===== config.mk =====
export PLATFORM = sky130hd
export DESIGN_NAME = tagged_animation_record_parser_unit
export DESIGN_NICKNAME = d
export VERILOG_FILES = /design/src/tarp_pkg.sv /design/src/tagged_animation_record_parser_unit.sv
export SDC_FILE = /design/constraint.sdc
export NUM_CORES = 2
export LEC_CHECK = 0
export ABC_CLOCK_PERIOD_IN_PS = 14400
export BUFFER_PORTS_ARGS = -buffer_cell sky130_fd_sc_hd__clkbuf_2
export CAP_MARGIN = 30
export CORE_ASPECT_RATIO = 0.9
export CORE_MARGIN = 2
export CORE_UTILIZATION = 50
export CTS_BUF_LIST = sky130_fd_sc_hd__clkbuf_8 sky130_fd_sc_hd__clkbuf_16
export DETAILED_ROUTE_END_ITERATION = 8
export GPL_ROUTABILITY_DRIVEN = 0
export PLACE_DENSITY = 0.67
export SYNTH_ARGS = -nofsm -noshare
export SYNTH_HDL_FRONTEND = slang
export SYNTH_SLANG_ARGS = --single-unit

===== constraint.sdc =====
create_clock -name clk -period 14.4 [get_ports clk]
set_input_delay 1.44 -clock clk [delete_from_list [all_inputs] [get_ports clk]]
set_output_delay 1.44 -clock clk [all_outputs]
set_load 0.01 [all_outputs]

===== src/tarp_pkg.sv =====
`default_nettype none

package tarp_pkg;

    // Words that the file format fixes.
    localparam logic [31:0] MAGIC_WORD   = 32'd10000;
    localparam logic [31:0] VERSION_WORD = 32'd10000;
    localparam logic [31:0] TAG_NAME     = 32'd10100;
    localparam logic [31:0] TAG_SETS     = 32'd20000;
    localparam logic [31:0] TAG_PATTERNS = 32'd30000;
    localparam logic [31:0] KEY_FIRST    = 32'd30100;
    localparam logic [31:0] KEY_LAST     = 32'd30105;
    localparam logic [31:0] TAG_END      = 32'd999999;

    // Number of key/value fields in one frame; the wait time sits at WAIT_FIELD.
    localparam int NUM_FIELDS = 6;
    localparam logic [2:0] WAIT_FIELD = 3'd3;

    // Result kinds.
    localparam logic [1:0] KIND_RECORD = 2'd0;
    localparam logic [1:0] KIND_DONE   = 2'd1;
    localparam logic [1:0] KIND_ERROR  = 2'd2;

    // Error codes.
    localparam logic [2:0] ERR_NONE      = 3'd0;
    localparam logic [2:0] ERR_MAGIC     = 3'd1;
    localparam logic [2:0] ERR_VERSION   = 3'd2;
    localparam logic [2:0] ERR_HEADER    = 3'd3;
    localparam logic [2:0] ERR_COUNT_TAG = 3'd4;
    localparam logic [2:0] ERR_PATTERN   = 3'd5;
    localparam logic [2:0] ERR_TRUNCATED = 3'd6;

    // Result queue.
    localparam int QUEUE_DEPTH = 4;
    localparam int QPTR_W      = $clog2(QUEUE_DEPTH);
    localparam int QCNT_W      = $clog2(QUEUE_DEPTH + 1);

    typedef logic [NUM_FIELDS-1:0][31:0] frame_t;

    typedef struct packed {
        logic [1:0]  kind;
        logic [2:0]  err;
        logic [30:0] set_idx;
        logic [30:0] pat_idx;
        frame_t      fields;
        logic [31:0] elapsed;
        logic        last;
    } result_t;

endpackage

`default_nettype wire


===== src/tagged_animation_record_parser_unit.sv =====
// Results: the results of a request are written into the result queue and offered from its head in order.
// Throughput: one byte per cycle while in_stall is low; a byte yields up to two results, which
// leave through a four-entry result queue at one per cycle while out_stall is low, and input
// stall rises while fewer than two entries are free.
// Reset: rst_n is asynchronous and active low; the parser waits for the magic word and
// the result queue is empty.
`default_nettype none

module tagged_animation_record_parser_unit (
    input  wire logic               clk,
    input  wire logic               rst_n,
    input  wire logic               in_valid,
    output logic                    in_stall,
    input  wire logic [7:0]         data_byte,
    input  wire logic               end_of_file,
    output logic                    out_valid,
    input  wire logic               out_stall,
    output logic [1:0]              kind,
    output logic [2:0]              error_code,
    output logic [30:0]             set_index,
    output logic [30:0]             pattern_index,
    output logic signed [31:0]      pattern_number,
    output logic signed [31:0]      pos_x,
    output logic signed [31:0]      pos_y,
    output logic signed [31:0]      wait_time,
    output logic signed [31:0]      blend_value,
    output logic signed [31:0]      depth_z,
    output logic signed [31:0]      elapsed_time,
    output logic                    last_in_run
);
    import tarp_pkg::*;

    typedef enum logic [3:0] {
        PH_MAGIC,
        PH_VERSION,
        PH_HEADER,
        PH_NAME_LEN,
        PH_NAME_SKIP,
        PH_SET_COUNT,
        PH_COUNT_TAG,
        PH_PAT_COUNT,
        PH_KEY,
        PH_VALUE,
        PH_DROP
    } phase_t;

    phase_t      phase_reg, phase_next;
    logic [23:0] word_reg, word_next;
    logic [1:0]  byte_phase_reg, byte_phase_next;
    logic [2:0]  key_reg, key_next;
    logic [30:0] name_left_reg, name_left_next;
    logic [30:0] sets_left_reg, sets_left_next;
    logic [30:0] pats_left_reg, pats_left_next;
    logic [30:0] cur_set_reg, cur_set_next;
    logic [30:0] cur_pat_reg, cur_pat_next;
    frame_t      fields_reg, fields_next;
    logic [31:0] elapsed_reg, elapsed_next;

    result_t             queue_reg [QUEUE_DEPTH];
    logic [QPTR_W-1:0]   wr_ptr_reg, rd_ptr_reg;
    logic [QCNT_W-1:0]   count_reg;

    logic        accept;
    logic        pop;
    logic [31:0] word;
    logic [31:0] key_offset;
    logic [31:0] elapsed_sum;
    logic        rec_ev, status_ev, end_set_ev, trunc_ev;
    logic [1:0]  status_kind;
    logic [2:0]  status_err;
    result_t     res0, res1, status_res, trunc_res;
    logic [1:0]  num_res;
    result_t     head;

    assign accept      = in_valid && !in_stall;
    assign pop         = out_valid && !out_stall;
    assign word        = {data_byte, word_reg};
    assign key_offset  = word - KEY_FIRST;
    assign elapsed_sum = elapsed_reg + fields_reg[WAIT_FIELD];

    // Byte assembly and parser step for one request.
    always_comb
    begin
        phase_next      = phase_reg;
        word_next       = word_reg;
        byte_phase_next = byte_phase_reg;
        key_next        = key_reg;
        name_left_next  = name_left_reg;
        sets_left_next  = sets_left_reg;
        pats_left_next  = pats_left_reg;
        cur_set_next    = cur_set_reg;
        cur_pat_next    = cur_pat_reg;
        fields_next     = fields_reg;
        elapsed_next    = elapsed_reg;
        rec_ev          = 1'b0;
        status_ev       = 1'b0;
        status_kind     = KIND_ERROR;
        status_err      = ERR_NONE;
        end_set_ev      = 1'b0;
        trunc_ev        = 1'b0;

        if (accept)
        begin
            if (phase_reg == PH_DROP)
            begin
                // The rest of the file is ignored.
            end
            else if (phase_reg == PH_NAME_SKIP)
            begin
                name_left_next = name_left_reg - 31'd1;
                if (name_left_reg == 31'd1)
                begin
                    phase_next = PH_HEADER;
                end
            end
            else if (byte_phase_reg != 2'd3)
            begin
                case (byte_phase_reg)
                    2'd0:    word_next[7:0]   = data_byte;
                    2'd1:    word_next[15:8]  = data_byte;
                    default: word_next[23:16] = data_byte;
                endcase
                byte_phase_next = byte_phase_reg + 2'd1;
            end
            else
            begin
                // A full little-endian word is present.
                word_next       = '0;
                byte_phase_next = 2'd0;
                case (phase_reg)
                    PH_MAGIC:
                    begin
                        if (word != MAGIC_WORD)
                        begin
                            status_ev  = 1'b1;
                            status_err = ERR_MAGIC;
                            phase_next = PH_DROP;
                        end
                        else
                        begin
                            phase_next = PH_VERSION;
                        end
                    end
                    PH_VERSION:
                    begin
                        if (word != VERSION_WORD)
                        begin
                            status_ev  = 1'b1;
                            status_err = ERR_VERSION;
                            phase_next = PH_DROP;
                        end
                        else
                        begin
                            phase_next = PH_HEADER;
                        end
                    end
                    PH_HEADER:
                    begin
                        if (word == TAG_NAME)
                        begin
                            phase_next = PH_NAME_LEN;
                        end
                        else if (word == TAG_SETS)
                        begin
                            phase_next = PH_SET_COUNT;
                        end
                        else
                        begin
                            status_ev  = 1'b1;
                            status_err = ERR_HEADER;
                            phase_next = PH_DROP;
                        end
                    end
                    PH_NAME_LEN:
                    begin
                        if (word[31])
                        begin
                            status_ev  = 1'b1;
                            status_err = ERR_HEADER;
                            phase_next = PH_DROP;
                        end
                        else if (word == 32'd0)
                        begin
                            phase_next = PH_HEADER;
                        end
                        else
                        begin
                            name_left_next = word[30:0];
                            phase_next     = PH_NAME_SKIP;
                        end
                    end
                    PH_SET_COUNT:
                    begin
                        cur_set_next = '0;
                        if (word[31] || word == 32'd0)
                        begin
                            status_ev   = 1'b1;
                            status_kind = KIND_DONE;
                            phase_next  = PH_DROP;
                        end
                        else
                        begin
                            sets_left_next = word[30:0];
                            elapsed_next   = '0;
                            phase_next     = PH_COUNT_TAG;
                        end
                    end
                    PH_COUNT_TAG:
                    begin
                        if (word != TAG_PATTERNS)
                        begin
                            status_ev  = 1'b1;
                            status_err = ERR_COUNT_TAG;
                            phase_next = PH_DROP;
                        end
                        else
                        begin
                            phase_next = PH_PAT_COUNT;
                        end
                    end
                    PH_PAT_COUNT:
                    begin
                        cur_pat_next = '0;
                        fields_next  = '0;
                        if (word[31] || word == 32'd0)
                        begin
                            end_set_ev = 1'b1;
                        end
                        else
                        begin
                            pats_left_next = word[30:0];
                            phase_next     = PH_KEY;
                        end
                    end
                    PH_KEY:
                    begin
                        if (word == TAG_END)
                        begin
                            rec_ev         = 1'b1;
                            elapsed_next   = elapsed_sum;
                            fields_next    = '0;
                            cur_pat_next   = cur_pat_reg + 31'd1;
                            pats_left_next = pats_left_reg - 31'd1;
                            if (pats_left_reg == 31'd1)
                            begin
                                end_set_ev = 1'b1;
                            end
                        end
                        else if (word inside {[KEY_FIRST:KEY_LAST]})
                        begin
                            key_next   = key_offset[2:0];
                            phase_next = PH_VALUE;
                        end
                        else
                        begin
                            status_ev  = 1'b1;
                            status_err = ERR_PATTERN;
                            phase_next = PH_DROP;
                        end
                    end
                    PH_VALUE:
                    begin
                        fields_next[key_reg] = word;
                        phase_next           = PH_KEY;
                    end
                    default:
                    begin
                    end
                endcase

                // Closing a set: either the next set follows or the file is done.
                if (end_set_ev)
                begin
                    sets_left_next = sets_left_reg - 31'd1;
                    cur_set_next   = cur_set_reg + 31'd1;
                    if (sets_left_reg == 31'd1)
                    begin
                        status_ev   = 1'b1;
                        status_kind = KIND_DONE;
                        phase_next  = PH_DROP;
                    end
                    else
                    begin
                        elapsed_next = '0;
                        phase_next   = PH_COUNT_TAG;
                    end
                end
            end

            // End of file: report truncation if still parsing, then start over.
            if (end_of_file)
            begin
                trunc_ev        = (phase_next != PH_DROP);
                phase_next      = PH_MAGIC;
                word_next       = '0;
                byte_phase_next = 2'd0;
                key_next        = '0;
                name_left_next  = '0;
                sets_left_next  = '0;
                pats_left_next  = '0;
                cur_set_next    = '0;
                cur_pat_next    = '0;
                fields_next     = '0;
                elapsed_next    = '0;
            end
        end
    end

    // Order the results of this request: record first, then status, then truncation.
    always_comb
    begin
        status_res      = '0;
        status_res.kind = status_kind;
        status_res.err  = status_err;
        trunc_res       = '0;
        trunc_res.kind  = KIND_ERROR;
        trunc_res.err   = ERR_TRUNCATED;
        res0            = '0;
        res1            = '0;
        num_res         = 2'd0;

        if (rec_ev)
        begin
            res0.kind    = KIND_RECORD;
            res0.err     = ERR_NONE;
            res0.set_idx = cur_set_reg;
            res0.pat_idx = cur_pat_reg;
            res0.fields  = fields_reg;
            res0.elapsed = elapsed_sum;
            num_res      = 2'd1;
        end
        if (status_ev)
        begin
            if (num_res == 2'd0)
            begin
                res0 = status_res;
            end
            else
            begin
                res1 = status_res;
            end
            num_res = num_res + 2'd1;
        end
        if (trunc_ev)
        begin
            if (num_res == 2'd0)
            begin
                res0 = trunc_res;
            end
            else
            begin
                res1 = trunc_res;
            end
            num_res = num_res + 2'd1;
        end
        if (num_res == 2'd1)
        begin
            res0.last = 1'b1;
        end
        if (num_res == 2'd2)
        begin
            res1.last = 1'b1;
        end
    end

    // Parser state.
    always_ff @(posedge clk or negedge rst_n)
    begin
        if (!rst_n)
        begin
            phase_reg      <= PH_MAGIC;
            word_reg       <= '0;
            byte_phase_reg <= '0;
            key_reg        <= '0;
            name_left_reg  <= '0;
            sets_left_reg  <= '0;
            pats_left_reg  <= '0;
            cur_set_reg    <= '0;
            cur_pat_reg    <= '0;
            fields_reg     <= '0;
            elapsed_reg    <= '0;
        end
        else
        begin
            phase_reg      <= phase_next;
            word_reg       <= word_next;
            byte_phase_reg <= byte_phase_next;
            key_reg        <= key_next;
            name_left_reg  <= name_left_next;
            sets_left_reg  <= sets_left_next;
            pats_left_reg  <= pats_left_next;
            cur_set_reg    <= cur_set_next;
            cur_pat_reg    <= cur_pat_next;
            fields_reg     <= fields_next;
            elapsed_reg    <= elapsed_next;
        end
    end

    // Result queue pointers and fill count.
    always_ff @(posedge clk or negedge rst_n)
    begin
        if (!rst_n)
        begin
            wr_ptr_reg <= '0;
            rd_ptr_reg <= '0;
            count_reg  <= '0;
        end
        else
        begin
            wr_ptr_reg <= wr_ptr_reg + QPTR_W'(num_res);
            if (pop)
            begin
                rd_ptr_reg <= rd_ptr_reg + QPTR_W'(1);
            end
            count_reg <= count_reg + QCNT_W'(num_res) - QCNT_W'(pop);
        end
    end

    // Result queue entries.
    always_ff @(posedge clk)
    begin
        if (num_res != 2'd0)
        begin
            queue_reg[wr_ptr_reg] <= res0;
        end
        if (num_res == 2'd2)
        begin
            queue_reg[wr_ptr_reg + QPTR_W'(1)] <= res1;
        end
    end

    // Input is held off while fewer than two queue entries are free.
    assign in_stall  = (count_reg > QCNT_W'(QUEUE_DEPTH - 2));
    assign out_valid = (count_reg != '0);
    assign head      = queue_reg[rd_ptr_reg];

    assign kind           = head.kind;
    assign error_code     = head.err;
    assign set_index      = head.set_idx;
    assign pattern_index  = head.pat_idx;
    assign pattern_number = $signed(head.fields[0]);
    assign pos_x          = $signed(head.fields[1]);
    assign pos_y          = $signed(head.fields[2]);
    assign wait_time      = $signed(head.fields[3]);
    assign blend_value    = $signed(head.fields[4]);
    assign depth_z        = $signed(head.fields[5]);
    assign elapsed_time   = $signed(head.elapsed);
    assign last_in_run    = head.last;

endmodule

`default_nettype wire


==> flow_summary.ini <==
[layout]
drive_gt1_frac = 0.1346
largest_reg_flops = 1168
multi_input_area_mm2 = 0.03299
layout-area-overhead-vs-synth_pct = 11.35
fillers = 12260
seq_area_mm2 = 0.03412
final_nets = 7741
final_util = 0.5602

[synthesis]
syn_area_per_cell_um2 = 8.972
synth.area.top_cells = dfxtp_1 33%, dfrtp_1 15%, mux4_2 9.4%, a21oi_1 9.0%, nand3_1 8.0%
ys_types = 85
syn_area_mm2 = 0.07021
synth_top_area_cell = dfxtp_1
ys_top_cells_by_count = 1,398 x nand2_1, 1,257 x a21oi_1, 1,144 x dfxtp_1
async_reset_ff_frac = 0.2640
synth-seq-area-share = 0.4858
synth_fp_nets = 7889
synth.top_cell.area_share = 0.3262
syn_inst = 7826
yosysWarnings = 0
synth_edf_count = 24
synth_seq_cells = 1587
yosysMostFrequentCell = nand2_1
synth_ff_type = dfxtp_1

[timing]
relSlewSlack = 0.2019
fin_crit_sh = 0.5301
fmax_mhz = 131.0
setup_viol = 0
final-hold-violation-count = 0
skew_ns = 0.05561
worst_slew_pin_slew_ns = 1.197
fin_setup_tns_ns = 0
period_needed_ns = 7.633
finalWorstSetupSlack_ns = 6.767
rsz0062_at_grt = no
final_max_slew_viol_count = 0

[setup_path]
required_ns = 15.12
rr_startpoint = word_reg[16]$_DFFE_PN0P_
cp.arrival_ns = 8.35
crit_path_start = data_byte[6]
path_class = input pin to flop
cp-start-kind = input pin
reg2reg_depth = 15
crit_fanout = 74
setup.worst_path.end_class = flop

[drt]
dr_wl_met2_um = 110400
ant_nets = 0
drcViolationCount = 0
dr.pass1.iters = 8
vias = 62560
viasPerCell = 6.470
drtIter0Drc = 8287
top_layer_used = met5
wl_met1_um = 95980
wl_met3_um = 25460
wl_per_cell_um = 25.02
wirelength_um = 242000

[die]
coreArea_mm2 = 0.1396
die_h_um = 359.5
placementRows = 130
io_pins = 307
dieArea_mm2 = 0.1434
die_w_um = 399.0
start_util = 0.5031

[cts]
root_buffer = clkbuf_16
clkSlewWorstSetupHoldPaths_ns = 0.06
clkSinkCount = 1587
htree_num_levels = 4
numCtsBuffers = 163
cts_tree = yes
clk_latency_ns = 0.83
ctsLongestPathBuffers = 3
hold_buffers = 0
cts_setup_buffers = 0
postCtsResizedCells = 0

[place]
port_buffers = 306
dp_hpwl_um = 133800
dp_slack_ns = 6.169

[flow_run]
max_cap_violations = 0

[global_routing]
grt_pass1_vias = 59710
grt_max_degree = 246
globalRouteOverflowTotal = 0
grt_pass1_wl_um = 367900
antenna_found_initial = 9
grt_usage = 0.3280

[run_status]
status = complete, no violations

[hold_path]
hold_depth = 2
min_path_type = flop to flop
min_from = queue_reg[3][149]$_SDFFE_PP0N_

[power]
power_leakage_nw = 29.52
power_density_mw_per_mm2 = 153.8
irDropWorstVdd_uv = 250.4
==> layout make-up <==
type | instances | share of cell area
tap | 1848 | 0.02958
sequential | 1587 | 0.4364
timing repair buffer | 439 | 0.03889
antenna | 4 | 0.0001280
clock inverter | 92 | 0.008962
clock buffer | 212 | 0.06152
inverter | 54 | 0.002593
multi-input combinational | 5433 | 0.4219
==> layout by cell type, fill, tap and decap left out, types with 25 or more instances in the layout <==
| cell | count |
|---|---|
| and3_1 | 42 |
| ha_1 | 48 |
| nand2_1 | 1398 |
| clkbuf_8 | 44 |
| a31oi_1 | 25 |
| o31ai_1 | 38 |
| clkbuf_16 | 168 |
| buf_4 | 99 |
| nor2_1 | 243 |
| dfxtp_1 | 1144 |
| dfrtp_1 | 414 |
| clkbuf_2 | 305 |
| mux4_2 | 292 |
| o21ai_0 | 298 |
| nand3_1 | 1124 |
| xnor2_1 | 27 |
| nor3_1 | 84 |
| xor2_1 | 33 |
| or3_1 | 27 |
| inv_1 | 101 |
| a21oi_1 | 1255 |
| a22o_1 | 206 |
==> worst paths after layout <==
check                                            endpoint  slack (ns)
max                         queue_reg[3][99]$_SDFFE_PP0N_        6.77
min                        queue_reg[3][149]$_SDFFE_PP0N_        0.45
max reg2reg                 queue_reg[3][99]$_SDFFE_PP0N_        6.99
min reg2reg                queue_reg[3][149]$_SDFFE_PP0N_        0.45
max in group asynchronous       rd_ptr_reg[1]$_DFFE_PN0P_       11.38
min in group asynchronous     fields_reg[160]$_DFFE_PN0P_        0.67
==> per-stage QoR <==
| step | instances | power, mW | instance area, um^2 | hold slack, ns |
|---|---|---|---|---|
| finish | 9669 | 12.02 | 78180 | 0.4455 |
| global route | 9666 | 12.41 | 78170 | 0.4596 |
| CTS | 9658 | 11.95 | 77980 | 0.4476 |
| detailed placement | 9354 | 7.703 | 72470 | 0.4399 |
| global placement | 9339 | 7.652 | 72160 | 0.4343 |
| floorplan | 7826 | 6.672 | 70210 | 0.4287 |
==> report_power, final <==
part           internal [mW]  switching, mW  leakage, nW
sequential              4.58          0.285         15.2
clock                   2.45           1.87         2.90
combinational          0.837           2.01         11.4
==> metal layers <==
layer	global-route usage	up-vias
met5	0	-
met1	0.4453	30850
met2	0.5073	3592
met4	0.1384	10
met3	0.07048	572
li1	-	27530
==> worst max-delay path, cell delays in order <==
cell      delay, ns
clkbuf_2       0.46
nor4_2         0.55
nand4b_2       0.32
nor2_1         0.28
nand2_1        0.33
nor2_4         0.24
inv_1          0.46
ha_1           0.78
nor2_1         0.60
buf_6          0.23
a221o_4        0.59
buf_4          0.70
buf_4          0.94
nand2_1        0.17
a21oi_1        0.18
==> cells by family after synthesis <==
kind of cell | after synthesis | share of synthesized area
mux | 303 | 0.09532
flops | 1587 | 0.4858
fa+ha+maj | 50 | 0.009124
buf+inv | 806 | 0.04804
compound gates | 1960 | 0.1592
simple gates | 3060 | 0.1950
xor+xnor | 60 | 0.007485
Power figures use the tool's default switching activity.
